File: src/design/cic_pkg.sv
// cic_pkg: shared types, constants and the byte-wide CRC-32 step for the
// credential image checker. No dependencies.
package cic_pkg;

	localparam int unsigned HEADER_BYTES = 8;
	localparam int unsigned CHECKSUM_BYTES = 4;

	localparam logic [31:0] CRC_POLY = 32'hEDB88320;
	localparam logic [31:0] ALL_ONES = 32'hFFFFFFFF;
	localparam logic [31:0] IMAGE_MAGIC = 32'h57494649;
	localparam logic [15:0] IMAGE_VERSION = 16'd1;

	localparam logic [2:0] REQ_RESET = 3'd6;

	// result status codes
	localparam logic [2:0] ST_OK_CRC = 3'd0;
	localparam logic [2:0] ST_OK_XOR = 3'd1;
	localparam logic [2:0] ST_NONE_REQ = 3'd2;
	localparam logic [2:0] ST_SHORT = 3'd3;
	localparam logic [2:0] ST_MAGIC = 3'd4;
	localparam logic [2:0] ST_VERSION = 3'd5;
	localparam logic [2:0] ST_COUNT = 3'd6;
	localparam logic [2:0] ST_CHECKSUM = 3'd7;

	// everything the result decode needs, captured on the last byte
	typedef struct packed {
		logic        short_img;
		logic        magic_ok;
		logic        version_ok;
		logic [15:0] count;
		logic [31:0] crc;
		logic [31:0] xor_sum;
		logic [31:0] checksum;
	} snap_t;

	// reflected CRC-32, one byte, unrolled over its eight bits
	function automatic logic [31:0] crc_byte(input logic [31:0] acc, input logic [7:0] b);
		logic [31:0] c;
		c = acc ^ {24'd0, b};
		for (int k = 0; k < 8; k++) begin
			c = c[0] ? ((c >> 1) ^ CRC_POLY) : (c >> 1);
		end
		return c;
	endfunction

endpackage

File: src/design/cic_accum.sv
// cic_accum: per-byte stream state (position, CRC, lane XOR, header fields,
// stored checksum) and the snapshot register loaded on the last byte.
// Depends on cic_pkg.
module cic_accum import cic_pkg::*; #(
	parameter int unsigned ENTRY_LIMIT = 6,
	parameter int unsigned ENTRY_BYTES = 100
) (
	input  logic        clk,
	input  logic        arst_n,
	input  logic        in_fire,
	input  logic [7:0]  image_byte,
	input  logic        last_byte,
	input  logic        snap_pop,
	output snap_t       snap_s1,
	output logic        snap_valid_s1
);

	localparam int unsigned DATA_BYTES = HEADER_BYTES + ENTRY_LIMIT * ENTRY_BYTES;
	localparam int unsigned IMAGE_BYTES = DATA_BYTES + CHECKSUM_BYTES;
	localparam int unsigned POS_W = $clog2(IMAGE_BYTES + 1);

	logic [POS_W-1:0] pos_q, pos_d;
	logic [31:0]      crc_q, crc_d;
	logic [31:0]      xor_q, xor_d;
	logic [31:0]      magic_q, magic_d;
	logic [15:0]      version_q, version_d;
	logic [15:0]      count_q, count_d;
	logic [31:0]      chk_q, chk_d;
	logic [1:0]       chk_idx;
	logic             in_data, in_chk;

	assign in_data = pos_q < POS_W'(DATA_BYTES);
	assign in_chk  = !in_data && (pos_q < POS_W'(IMAGE_BYTES));
	assign chk_idx = 2'(pos_q - POS_W'(DATA_BYTES));

	always_comb begin
		pos_d     = pos_q;
		crc_d     = crc_q;
		xor_d     = xor_q;
		magic_d   = magic_q;
		version_d = version_q;
		count_d   = count_q;
		chk_d     = chk_q;
		if (in_data) begin
			crc_d = crc_byte(crc_q, image_byte);
			xor_d[{pos_q[1:0], 3'b000} +: 8] = xor_q[{pos_q[1:0], 3'b000} +: 8] ^ image_byte;
			if (pos_q < POS_W'(4)) begin
				magic_d[{pos_q[1:0], 3'b000} +: 8] = image_byte;
			end else if (pos_q < POS_W'(6)) begin
				version_d[{pos_q[0], 3'b000} +: 8] = image_byte;
			end else if (pos_q < POS_W'(8)) begin
				count_d[{pos_q[0], 3'b000} +: 8] = image_byte;
			end
		end else if (in_chk) begin
			chk_d[{chk_idx, 3'b000} +: 8] = image_byte;
		end
		if (pos_q < POS_W'(IMAGE_BYTES)) begin
			pos_d = pos_q + POS_W'(1);
		end
	end

	// stream state: cleared after the last byte of each image
	always_ff @(posedge clk or negedge arst_n) begin
		if (!arst_n) begin
			pos_q     <= '0;
			crc_q     <= ALL_ONES;
			xor_q     <= '0;
			magic_q   <= '0;
			version_q <= '0;
			count_q   <= '0;
			chk_q     <= '0;
		end else if (in_fire) begin
			if (last_byte) begin
				pos_q     <= '0;
				crc_q     <= ALL_ONES;
				xor_q     <= '0;
				magic_q   <= '0;
				version_q <= '0;
				count_q   <= '0;
				chk_q     <= '0;
			end else begin
				pos_q     <= pos_d;
				crc_q     <= crc_d;
				xor_q     <= xor_d;
				magic_q   <= magic_d;
				version_q <= version_d;
				count_q   <= count_d;
				chk_q     <= chk_d;
			end
		end
	end

	always_ff @(posedge clk or negedge arst_n) begin
		if (!arst_n) begin
			snap_valid_s1 <= 1'b0;
		end else if (in_fire && last_byte) begin
			snap_valid_s1 <= 1'b1;
		end else if (snap_pop) begin
			snap_valid_s1 <= 1'b0;
		end
	end

	always_ff @(posedge clk) begin
		if (in_fire && last_byte) begin
			snap_s1.short_img  <= pos_d < POS_W'(IMAGE_BYTES);
			snap_s1.magic_ok   <= magic_d == IMAGE_MAGIC;
			snap_s1.version_ok <= version_d == IMAGE_VERSION;
			snap_s1.count      <= count_d;
			snap_s1.crc        <= crc_d ^ ALL_ONES;
			snap_s1.xor_sum    <= xor_d;
			snap_s1.checksum   <= chk_d;
		end
	end

endmodule

File: config.mk
export PLATFORM = sky130hd
export DESIGN_NAME = cic_accum
export DESIGN_NICKNAME = d
export VERILOG_FILES = /design/src/design/cic_pkg.sv /design/src/design/cic_accum.sv
export SDC_FILE = /design/constraint.sdc
export NUM_CORES = 1
export LEC_CHECK = 0
export BUFFER_PORTS_ARGS = -buffer_cell sky130_fd_sc_hd__buf_2
export CORE_MARGIN = 8
export CORE_UTILIZATION = 65
export DETAILED_ROUTE_END_ITERATION = 6
export PLACE_DENSITY = 0.86
export SYNTH_ARGS = -nofsm -noshare
export SYNTH_HDL_FRONTEND = slang
export SYNTH_SLANG_ARGS = --single-unit
File: constraint.sdc
create_clock -name clk -period 9 [get_ports clk]
set_input_delay 2.7 -clock clk [delete_from_list [all_inputs] [get_ports clk]]
set_output_delay 2.7 -clock clk [all_outputs]
set_load 0.01 [all_outputs]
### After elaboration in Yosys (flattened, before gate mapping)

Cells that the tools add are included.

* logic and storage cells: 87
* bits in registers: 286
* input port bits: 13
* output and inout port bits: 116

* add/subtract/negate cells: 5
* multiplexer cells: 36
* order comparisons: 6
* eq/ne operators: 2
* shifts and indexed selects: 8
* bitwise gates (word level): 11
* reduce and logical (&&, ||, !) cells: 4

Operators by type and width (count)
* 32-bit 2-to-1 mux: 18
* 16-bit 2-to-1 mux: 9
* 13-bit inverter with 14-bit output: 8
* 32-bit bitwise mux: 3
* 8-bit by 7-bit variable part select with 32-bit output: 3
* 8-bit by 7-bit variable shift with 32-bit output, first input constant: 2
* 16-bit bitwise mux: 2
* 32-bit by 31-bit == test with 1-bit output, second input constant: 1
* 32-bit inverter: 1
* 32-bit by 6-bit variable part select with 8-bit output: 1
* 32-bit by 8-bit bitwise XOR with 32-bit output: 1
* 10-bit < comparator, second input constant: 3
* 10-bit by 3-bit < comparator with 1-bit output, second input constant: 2
* 10-bit 2-to-1 mux: 2
* 16-bit by 1-bit == test with 1-bit output, second input constant: 1
* 8-bit by 6-bit variable shift with 16-bit output, first input constant: 1
* 8-bit by 6-bit variable part select with 16-bit output: 1
* 5-bit negation with 7-bit output: 2
* 10-bit by 1-bit adder with 10-bit output, second input constant: 1
* 10-bit by 4-bit < comparator with 1-bit output, second input constant: 1
* 8-bit bitwise XOR: 1
* 4-bit negation with 6-bit output: 1
* 1-bit logical AND: 2
* 1-bit 2-to-1 mux: 2
* other kinds (3): 3

### Longest topological paths before layout

Gate-level depths: netlist (run 1).

* depth in word-level cells: 19
* mapped depth: 10
* mapped depth without buffers: 7

### Worst setup path after synthesis (run 1)

No wires, ideal clock.

* kind: input to register
* from: input in_fire
* to: register snap_s1[0] (netlist name) (enable)
* slack: 2.859 ns
* buffers on the path: 1
* setup time: 0.489 ns
* stages: 2
* required time: 8.511 ns
* data arrival time: 5.653 ns
* cell sequence: clkbuf_1 -> and2_1

* cells in the longest elaborated chain, start to end: 1

Ends and longest elaborated chain
* from (decl): line cic_accum.sv:10 `input logic in_fire,`
* 1-bit logical AND: line cic_accum.sv:104 `if (in_fire && last_byte) begin`
* to (decl): line cic_accum.sv:14 `output snap_t snap_s1,`

No other way between the ends.
A chain may end at the register's enable or synchronous reset.

==> impl_metrics.yaml, run 1 <==
pwr:
  peakVddDrop_mv: 0.138
  p_leak_nw: 6.18
  p_per_area_mw_per_mm2: 292
floorplan:
  die_area_mm2: 0.0268
  core-area_mm2: 0.0216
  rows: 54
  ios: 129
  die_h_um: 164
  initial_utilization_pct: 65.5
  die_w_um: 164
logic_synthesis:
  async_reset_ff_share_pct: 59.8
  ys.flop_type: "dfrtp_1"
  syn-num-nets: 1209
  synth_edf_count: 115
  synthMuxAreaShare_pct: 3.23
  ys_seq_area_share_pct: 54.9
  yosys-top-cells-area: "dfrtp_1 25%, edfxtp_1 24%, o2bb2ai_1 6.7%, dfstp_2 5.9%, a22o_1 2.7%"
  synthAdderAreaFrac_pct: 0.442
  synthDominantCellAreaShare_pct: 24.6
  synth-simple-area-share_pct: 9.27
  yosys_warnings: 0
  synth.distinct_cells: 74
  synth_cells: 1191
  syn_area_per_cell_um2: 11.9
  synthesis.area_mm2: 0.0142
  yosys.area.top_type: "dfrtp_1"
  synth_compound_area_share_pct: 22.2
  synth_top_family_by_area: "compound AO/OA/AOI/OAI gates"
  synth_xor_area_share_pct: 6.45
  ys_ff_latch: 286
layout:
  antenna_cells: 0
  postLayoutCoreUtil_pct: 72.8
  nFillCells: 1446
  areaGrowthSynthToFinish_pct: 11.2
  drive_gt1_share_pct: 21.3
  nNetsFinal: 1276
clock_tree:
  clkSinkCount: 286
  cts.path.max_buffers: 3
  numCtsBuffers: 28
  clock_latency_ns: 0.55
  post_cts_buffers: 0
  cts.root.buffer_cell: "clkbuf_16"
  path_clk_slew_ns: 0.06
  cts_tree: "done"
  cts.htree.levels: 1
  cts_hold_buffers: 0
  cts_resized: 0
timing:
  tns_ns: 0
  final_hold_viol_count: 0
  finalSetupViolCount: 0
  finClkSkew_ns: 0.0105
  period_needed_ns: 4.83
  max_freq_mhz: 207
  grt_setup_unrepaired: "false"
  worst_pin_slew_ns: 1.19
  relSlewSlack_pct: 20.6
  post-route-period-util_pct: 53.7
  slew_viol_final: 0
drt:
  drt_wl_total_mm: 35.8
  drc: 0
  via_count: 10700
  drtIter0Drc: 1142
  firstDrtPassIters: 5
  antenna_left: 0
  post_drt_wl_per_cell_um: 22.9
  routed_via_density: 6.87
setup_path:
  cp-start-kind: "primary input"
  r2r-start: "pos_q[1]$_DFFE_PN0P_"
  regToRegSetupSlack_ns: 5.04
  crit_type: "in -> reg"
  r2r_cells: 7
  critical_path_required_ns: 9.38
  end_kind: "register"
  crit_fanout: 73
  arrival_ns: 5.21
  r2r-end: "xor_q[8]$_DFFE_PN0P_"
global_route:
  antenna_found_initial: 1
  grt_max_degree: 108
  grt_pass1_vias: 10600
  grt_remaining_overflow: 0
  grt_pass1_wl_mm: 56.7
  track_usage_pct: 26.2
hold_path:
  hold_class: "reg -> reg"
  hold_end: "snap_valid_s1$_DFFE_PN0P_"
  hold_depth: 1
  hp-start: "snap_valid_s1$_DFFE_PN0P_"
status:
  outcome: "completed"
job:
  cap_violations: 0
placement:
  hpwl_mm: 22.0
  place.gp.congestion: 0.874
  portBuffers: 128
## how the worst max path moves through the flow
stage | from | endpoint | slack [ns]
global route | in_fire | chk_q[13]$_DFFE_PN0P_ | 4.05
floorplan | in_fire | snap_s1[0]$_DFFE_PP_ | 2.86
finish | in_fire | chk_q[8]$_DFFE_PN0P_ | 4.17
global placement | in_fire | chk_q[13]$_DFFE_PN0P_ | 3.76
detailed placement | in_fire | chk_q[10]$_DFFE_PN0P_ | 3.71
CTS | in_fire | chk_q[8]$_DFFE_PN0P_ | 4.24
## layout by cell type, fill, tap and decap left out, types with 10 or more instances in the layout
master       n
nand2_1     97
mux2i_1     12
o21ai_0     75
a22o_1      44
buf_2      126
buf_4       12
clkbuf_16   29
a32oi_1     24
dfrtp_1    139
xor2_1      17
a22oi_1     50
nor2_1      50
xnor2_1     44
edfxtp_1   115
dfstp_2     32
mux2_2      14
o2bb2ai_1  108
nor3_1      12
a21boi_0    10
inv_1       16
nand4_1     13
nor4_1      11
o31a_1      22
a21oi_1     38
## cells in the mapped netlist (15+ instances only)
cell	count
a22o_1	44
xor2_1	17
buf_2	15
o21ai_0	75
a32oi_1	24
a21oi_1	38
dfstp_2	32
o2bb2ai_1	108
a22oi_1	50
inv_1	17
clkbuf_1	76
xnor2_1	44
nor2_1	51
nand2_1	98
dfrtp_1	139
edfxtp_1	115
o31a_1	22
## report_power, final
| group | leakage, nW | switching, W | total [W] | internal [W] |
|---|---|---|---|---|
| sequential | 3.34 | 0.000159 | 0.00188 | 0.00172 |
| clock | 0.453 | 0.000494 | 0.00117 | 0.000676 |
| combinational | 2.39 | 0.000851 | 0.00154 | 0.000687 |
## routing by layer
metal	track usage (%)	vias to the layer above	wire (um)
li1	-	4717	-
met1	34.1	5265	13800
met2	42.2	611	17200
met3	5.32	120	3390
met4	11.4	2	1350
met5	0	-	17
## logic make-up (layout without fill, tap and decap cells)
family / after synthesis / after routing
buf+inv: 120 / 209
xor+xnor: 79 / 79
compound gates: 417 / 417
fa+ha+maj: 5 / 5
simple gates: 250 / 250
flops: 286 / 286
mux: 34 / 34
## critical path: stages
cell	delay (ns)
buf_2	0.10
buf_4	0.28
inv_4	0.59
buf_4	0.61
buf_4	0.54
o31a_1	0.22
o2bb2ai_1	0.08
## flip-flops by register name (all words and copies together), names as in the netlist
name and count:
snap_s1 115, chk_q 32, crc_q 32, magic_q 32, xor_q 32, count_q 16
version_q 16, pos_q 10, snap_valid_s1 1
## area by class of cell
| class | instances | area (um2) | area share [%] |
|---|---|---|---|
| clock buffers | 43 | 848 | 5.39 |
| clock inverters | 9 | 73.8 | 0.469 |
| inverters | 18 | 70.1 | 0.445 |
| multi-input cells | 785 | 5900 | 37.5 |
| flip-flops and latches | 286 | 7770 | 49.4 |
| well taps | 280 | 350 | 2.23 |
| repair buffers | 139 | 732 | 4.65 |
## metrics by stage
step / area (um2) / std cells / total power, W / setup WS (ns) / hold WS, ns
6_report: 15700 / 1560 / 0.00459 / 4.17 / 0.478
3_3_place_gp: 14800 / 1508 / 0.00334 / 3.76 / 0.463
4_1_cts: 15700 / 1560 / 0.00458 / 4.24 / 0.482
3_5_place_dp: 14800 / 1508 / 0.00340 / 3.71 / 0.468
2_1_floorplan: 14200 / 1191 / 0.00299 / 2.86 / 0.456
5_1_grt: 15700 / 1560 / 0.00479 / 4.05 / 0.513
(Power assumes the default switching activity.)
==> run 2: changes to the inputs <==
--- a/config.mk
+++ b/config.mk
@@ -5,11 +5,12 @@
 export SDC_FILE = /design/constraint.sdc
 export NUM_CORES = 1
 export LEC_CHECK = 0
+export ABC_AREA = 1
 export BUFFER_PORTS_ARGS = -buffer_cell sky130_fd_sc_hd__buf_2
 export CORE_MARGIN = 8
-export CORE_UTILIZATION = 65
+export CORE_UTILIZATION = 60
 export DETAILED_ROUTE_END_ITERATION = 6
-export PLACE_DENSITY = 0.86
+export PLACE_DENSITY = 0.8
 export SYNTH_ARGS = -nofsm -noshare
 export SYNTH_HDL_FRONTEND = slang
 export SYNTH_SLANG_ARGS = --single-unit
==> constraint.sdc (replaced) <==
create_clock -name clk -period 4.8 [get_ports clk]
set_input_delay 1.44 -clock clk [delete_from_list [all_inputs] [get_ports clk]]
set_output_delay 1.44 -clock clk [all_outputs]
set_load 0.01 [all_outputs]
==> run 2 against run 1 <==
The flow now finishes with violations (design-rule violations). Synthesized cell count increased by 41%. Synthesized area increased by 1.5%. First-iteration DRC count increased by 17%. Worst setup slack got worse by 2.8 ns. Register-to-register slack got worse by 3.7 ns. Sequential power increased by 69%. Global-route usage increased by 1.3 points. Design area increased by 2.5%. Clock-buffer cell count decreased by 6. Critical path type is now reg -> reg.
==> impl_metrics.yaml, run 2 <==
logic_synthesis:
  synthDominantCellAreaShare_pct: 24.2
  yosys-top-cells-area: "dfrtp_1 24%, edfxtp_1 24%, nand2_1 15%, dfstp_2 5.9%, o21ai_0 4.8%"
  syn_area_per_cell_um2: 8.57
  synth_cells: 1677
  synth_edf_count: 115
  ys_ff_latch: 286
  yosys_warnings: 0
  ys_seq_area_share_pct: 54.1
  synthesis.area_mm2: 0.0144
  synth.distinct_cells: 41
  async_reset_ff_share_pct: 59.8
  syn-num-nets: 1695
  ys.flop_type: "dfrtp_1"
  synthTopCellsByCount: "561 x nand2_1, 176 x inv_1, 139 x dfrtp_1"
  yosys.area.top_type: "dfrtp_1"
  yosysMostFrequentCell: "nand2_1"
setup_path:
  crit_fanout: 43
  critPathMaxStageDelay_ns: 0.63
  critical_path_required_ns: 5.07
  crit_path_frequent_cell: "inv_1"
  arrival_ns: 3.70
  r2r_cells: 8
  crit_chain: "buf_4 > inv_2 > ha_1 > inv_1 > nand2_1 > inv_1 > nand3_1 > o21ai_0"
  crit_type: "reg -> reg"
  critPathSlowestCell: "o21ai_0"
  end_kind: "register"
  cp-start-kind: "register"
clock_tree:
  post_cts_buffers: 0
  clock_latency_ns: 0.56
  cts.htree.levels: 1
  cts.path.max_buffers: 3
  cts_resized: 0
  cts.root.buffer_cell: "clkbuf_16"
  numCtsBuffers: 29
  path_clk_slew_ns: 0.06
  cts_hold_buffers: 0
  clkSinkCount: 286
  cts_tree: "done"
drt:
  firstDrtPassIters: 7
  via_count: 12200
  post_drt_wl_per_cell_um: 18.8
  drtIter0Drc: 1340
  drt_wl_total_mm: 39.7
  antenna_left: 0
  routed_via_density: 5.78
  drc: 5
layout:
  regMostFlops: "snap_s1"
  multi_input_area_mm2: 0.00554
  antenna_cells: 0
  layout_common_cells: "561 x nand2_1, 175 x inv_1, 139 x dfrtp_1"
  final_cells: 2113
  drive_gt1_share_pct: 15.9
  nFillCells: 1858
  fin_area_mm2: 0.0161
  regArea_mm2: 0.00777
  final_common_cell: "nand2_1"
  nNetsFinal: 1789
  areaGrowthSynthToFinish_pct: 12.3
  largest_register_ff_count: 115
pwr:
  p_per_area_mw_per_mm2: 477
  p_leak_nw: 7.67
  peakVddDrop_mv: 0.315
timing:
  slew_viol_final: 0
  relSlewSlack_pct: 33.2
  final_hold_viol_count: 0
  max_freq_mhz: 291
  whs_ns: 0.479
  post-route-period-util_pct: 71.5
  grt_setup_unrepaired: "false"
  period_needed_ns: 3.43
  tns_ns: 0
  worst_pin_slew_ns: 1.00
  finalSetupViolCount: 0
  finClkSkew_ns: 0.0104
global_route:
  grt_pass1_wl_mm: 63.5
  antenna_found_initial: 1
  grt_pass1_vias: 11600
  grt_remaining_overflow: 0
  grt_max_degree: 112
  track_usage_pct: 27.5
floorplan:
  initial_utilization_pct: 61.2
  core-area_mm2: 0.0235
  die_area_mm2: 0.0292
  ios: 129
  die_w_um: 171
  die_h_um: 171
  rows: 56
placement:
  portBuffers: 128
  hpwl_mm: 26.7
  place.gp.congestion: 0.920
  dp_cells: 2059
  placement.cell_area_mm2: 0.0152
status:
  violations: "design-rule violations"
  outcome: "finished with violations"
job:
  cap_violations: 0
hold_path:
  hold_depth: 2
  hold_class: "reg -> reg"
[run 2: worst max-delay path: cells and delay by family (launching register included)]
| kind | cells | cell delay (ns) |
|---|---|---|
| flops | 1 | 0.32 |
| compound gates | 1 | 0.63 |
| buf+inv | 4 | 1.19 |
| fa+ha+maj | 1 | 0.46 |
| simple gates | 2 | 0.54 |
[run 2: worst paths after layout]
check,start,endpoint,slack (ns)
setup / recovery,pos_q[0]$_DFFE_PN0P_,snap_s1[41]$_DFFE_PP_,1.37
hold / removal,chk_q[29]$_DFFE_PN0P_,chk_q[29]$_DFFE_PN0P_,0.48
setup reg to reg,pos_q[0]$_DFFE_PN0P_,snap_s1[41]$_DFFE_PP_,1.37
hold reg to reg,chk_q[29]$_DFFE_PN0P_,chk_q[29]$_DFFE_PN0P_,0.48
max in group asynchronous,arst_n,magic_q[25]$_DFFE_PN0P_,2.93
min in group asynchronous,arst_n,xor_q[8]$_DFFE_PN0P_,0.89
[run 2: layout make-up]
cell class                      count  share of cell area, %
Clock buffer                       37                   4.87
Clock inverter                     17                   1.05
Sequential cell                   286                   48.2
Timing Repair Buffer              139                   4.75
Multi-Input combinational cell   1129                   34.3
Tap cell                          319                   2.47
Inverter                          186                   4.36
[run 2: power breakdown]
| part | switching, W | internal, W | total [W] |
|---|---|---|---|
| combinational | 0.00152 | 0.000718 | 0.00224 |
| sequential | 0.000175 | 0.00300 | 0.00318 |
| clock | 0.000956 | 0.00132 | 0.00227 |
| total | 0.00265 | 0.00504 | 0.00769 |
[run 2: cells by family after synthesis]
kind of cell,after synthesis,share of synthesized area [%]
adder cells (fa/ha/maj),5,0.435
AO/OA/AOI/OAI,284,11.6
buffers and inverters,262,7.42
XOR/XNOR,54,3.29
AND/OR/NAND/NOR,786,23.2
flip-flops,286,54.1
[run 2: per-stage QoR]
step	util (%)	total power [W]	setup slack, ns
after floorplan	-	0.00475	0.143
after CTS	68.7	0.00768	1.56
after global routing	68.7	0.00812	1.26
after detailed placement	64.7	0.00541	1.46
after global placement	64.7	0.00537	1.47
final	68.7	0.00769	1.37
[run 2: routing by layer]
layer,wire length (um),vias to the layer above,global-route usage [%]
met1,15900,5760,37.7
met4,1290,2,9.57
met2,18400,700,44.0
met3,4050,106,4.49
li1,-,5635,-
met5,13,-,0
==> run 3: changes to the inputs <==
--- a/config.mk
+++ b/config.mk
@@ -8,9 +8,9 @@
 export ABC_AREA = 1
 export BUFFER_PORTS_ARGS = -buffer_cell sky130_fd_sc_hd__buf_2
 export CORE_MARGIN = 8
-export CORE_UTILIZATION = 60
+export CORE_UTILIZATION = 54
 export DETAILED_ROUTE_END_ITERATION = 6
-export PLACE_DENSITY = 0.8
+export PLACE_DENSITY = 0.76
 export SYNTH_ARGS = -nofsm -noshare
 export SYNTH_HDL_FRONTEND = slang
 export SYNTH_SLANG_ARGS = --single-unit
==> constraint.sdc (replaced) <==
create_clock -name clk -period 3.15 [get_ports clk]
set_input_delay 0.945 -clock clk [delete_from_list [all_inputs] [get_ports clk]]
set_output_delay 0.945 -clock clk [all_outputs]
set_load 0.01 [all_outputs]
==> run 3 against run 2 <==
Largest power group unchanged. Flip-flop and latch count unchanged. Sequential share of layout area decreased by 1.1 points. Highest routed layer is now met4. Hold slack got worse by 0.12 ns. Global-route usage decreased by 1.7 points. Die area increased by 10%. Maximum frequency increased by 22%. The flow now finishes without violations. Clock skew increased by 0.0065 ns. Clock power increased by 72%. Worst setup slack got worse by 1.0 ns. First-iteration DRC count decreased by 7.5%. Design area increased by 2.3%. Critical path depth increased by 4.
==> impl_metrics.yaml, run 3 (synthesized netlist as in run 2, its figures left out) <==
timing:
  max_freq_mhz: 356
  relSlewSlack_pct: 57.7
  period_needed_ns: 2.81
  post-route-period-util_pct: 89.2
  slew_viol_final: 0
  finClkSkew_ns: 0.0169
  finalSetupViolCount: 0
  whs_ns: 0.357
  final_hold_viol_count: 0
  grt_setup_unrepaired: "false"
  worst_pin_slew_ns: 0.635
  tns_ns: 0
drt:
  antenna_left: 0
  post_drt_wl_per_cell_um: 19.1
  firstDrtPassIters: 6
  routed_via_density: 5.69
  drc: 0
  via_count: 12300
  drtIter0Drc: 1239
  drt_wl_total_mm: 41.2
placement:
  place.gp.congestion: 0.920
  portBuffers: 128
  hpwl_mm: 28.4
clock_tree:
  clkSinkCount: 286
  path_clk_slew_ns: 0.06
  cts.htree.levels: 1
  cts_tree: "done"
  cts.path.max_buffers: 3
  clock_latency_ns: 0.58
  cts.root.buffer_cell: "clkbuf_16"
  numCtsBuffers: 30
  post_cts_buffers: 0
  cts_resized: 0
  cts_hold_buffers: 0
layout:
  regArea_mm2: 0.00777
  largest_register_ff_count: 115
  multi_input_area_mm2: 0.00555
  nFillCells: 2207
  nNetsFinal: 1812
  areaGrowthSynthToFinish_pct: 14.8
  layout_common_cells: "560 x nand2_1, 175 x inv_1, 139 x dfrtp_1"
  regMostFlops: "snap_s1"
  final_common_cell: "nand2_1"
  drive_gt1_share_pct: 17.1
job:
  cap_violations: 0
status:
  outcome: "completed"
pwr:
  peakVddDrop_mv: 0.426
  p_leak_nw: 7.85
  p_per_area_mw_per_mm2: 742
  power_w: 0.0122
floorplan:
  core-area_mm2: 0.0261
  ios: 129
  rows: 59
  die_h_um: 179
  initial_utilization_pct: 55.0
  die_w_um: 179
  die_area_mm2: 0.0321
setup_path:
  r2r_cells: 12
  path_delay_family: "simple AND/OR/NAND/NOR gates"
  end_kind: "register"
  critPathSlowestCell: "ha_1"
  cp-start-kind: "register"
  worst-path-stages: 12
  crit_chain: "buf_4 > ha_1 > inv_1 > nor2_1 > nand2_1 > nand2_1 > nand2_1 > nor2_1 > nand2_1 > nor2_1 > nand2_1 > nor2_1"
  path_buf_inv: 2
  crit_type: "reg -> reg"
  crit_path_frequent_cell: "nand2_1"
  crit_fanout: 42
  arrival_ns: 3.21
  critical_path_required_ns: 3.55
  critPathMaxStageDelay_ns: 0.52
global_route:
  antenna_found_initial: 1
  track_usage_pct: 25.9
  grt_pass1_wl_mm: 65.3
  grt_remaining_overflow: 0
  grt_max_degree: 116
  grt_pass1_vias: 12000
hold_path:
  hold_class: "in -> async"
run 3: cell count changes in the layout (fill, tap and decap cells not counted), sizes merged:
cell    delta
clkinv     +5
buf       +22
clkbuf     -5
diode      +1
inv        -3
bufinv     +5
run 3: routing by layer:
layer  vias to the layer above  share of wire [%]  track usage (%)
met3                       112                 10             5.83
met5                         -                  0                0
li1                       5696                  -                -
met1                      5790                 40             33.9
met4                         0                3.2             8.61
met2                       653                 47             42.0
run 3: final timing paths:
kind / start / endpoint / slack (ns)
min: arst_n / xor_q[8]$_DFFE_PN0P_ / 0.36
min in group clk: magic_q[12]$_DFFE_PN0P_ / magic_q[12]$_DFFE_PN0P_ / 0.48
min reg2reg: magic_q[12]$_DFFE_PN0P_ / magic_q[12]$_DFFE_PN0P_ / 0.48
max reg2reg: pos_q[0]$_DFFE_PN0P_ / snap_s1[113]$_DFFE_PP_ / 0.34
max: pos_q[0]$_DFFE_PN0P_ / snap_s1[113]$_DFFE_PP_ / 0.34
max in group asynchronous: arst_n / chk_q[1]$_DFFE_PN0P_ / 2.05
run 3: metrics by stage:
| step | cell area (um2) | worst slack [ns] | instances | utilization, % |
|---|---|---|---|---|
| 6_report | 16500 | 0.339 | 2154 | 63.1 |
| 5_1_grt | 16500 | 0.194 | 2154 | 63.1 |
| 4_1_cts | 16500 | 0.402 | 2153 | 63.1 |
| 3_5_place_dp | 15400 | 0.333 | 2097 | 59.0 |
| 3_3_place_gp | 15400 | 0.341 | 2097 | 59.0 |
| 2_1_floorplan | 14400 | -0.187 | 1677 | - |
run 3: power by group:
group,internal (W),switching (W)
Combinational,0.00114,0.00235
Clock,0.00239,0.00152
Sequential,0.00457,0.000263
run 3: cell type report:
type / instances / area share (%)
Antenna cell: 1 / 0.0152
Clock buffer: 32 / 4.59
Clock inverter: 24 / 1.99
Inverter: 186 / 4.27
Multi-Input combinational cell: 1129 / 33.6
Sequential cell: 286 / 47.1
Tap cell: 335 / 2.54
Timing Repair Buffer: 161 / 5.88
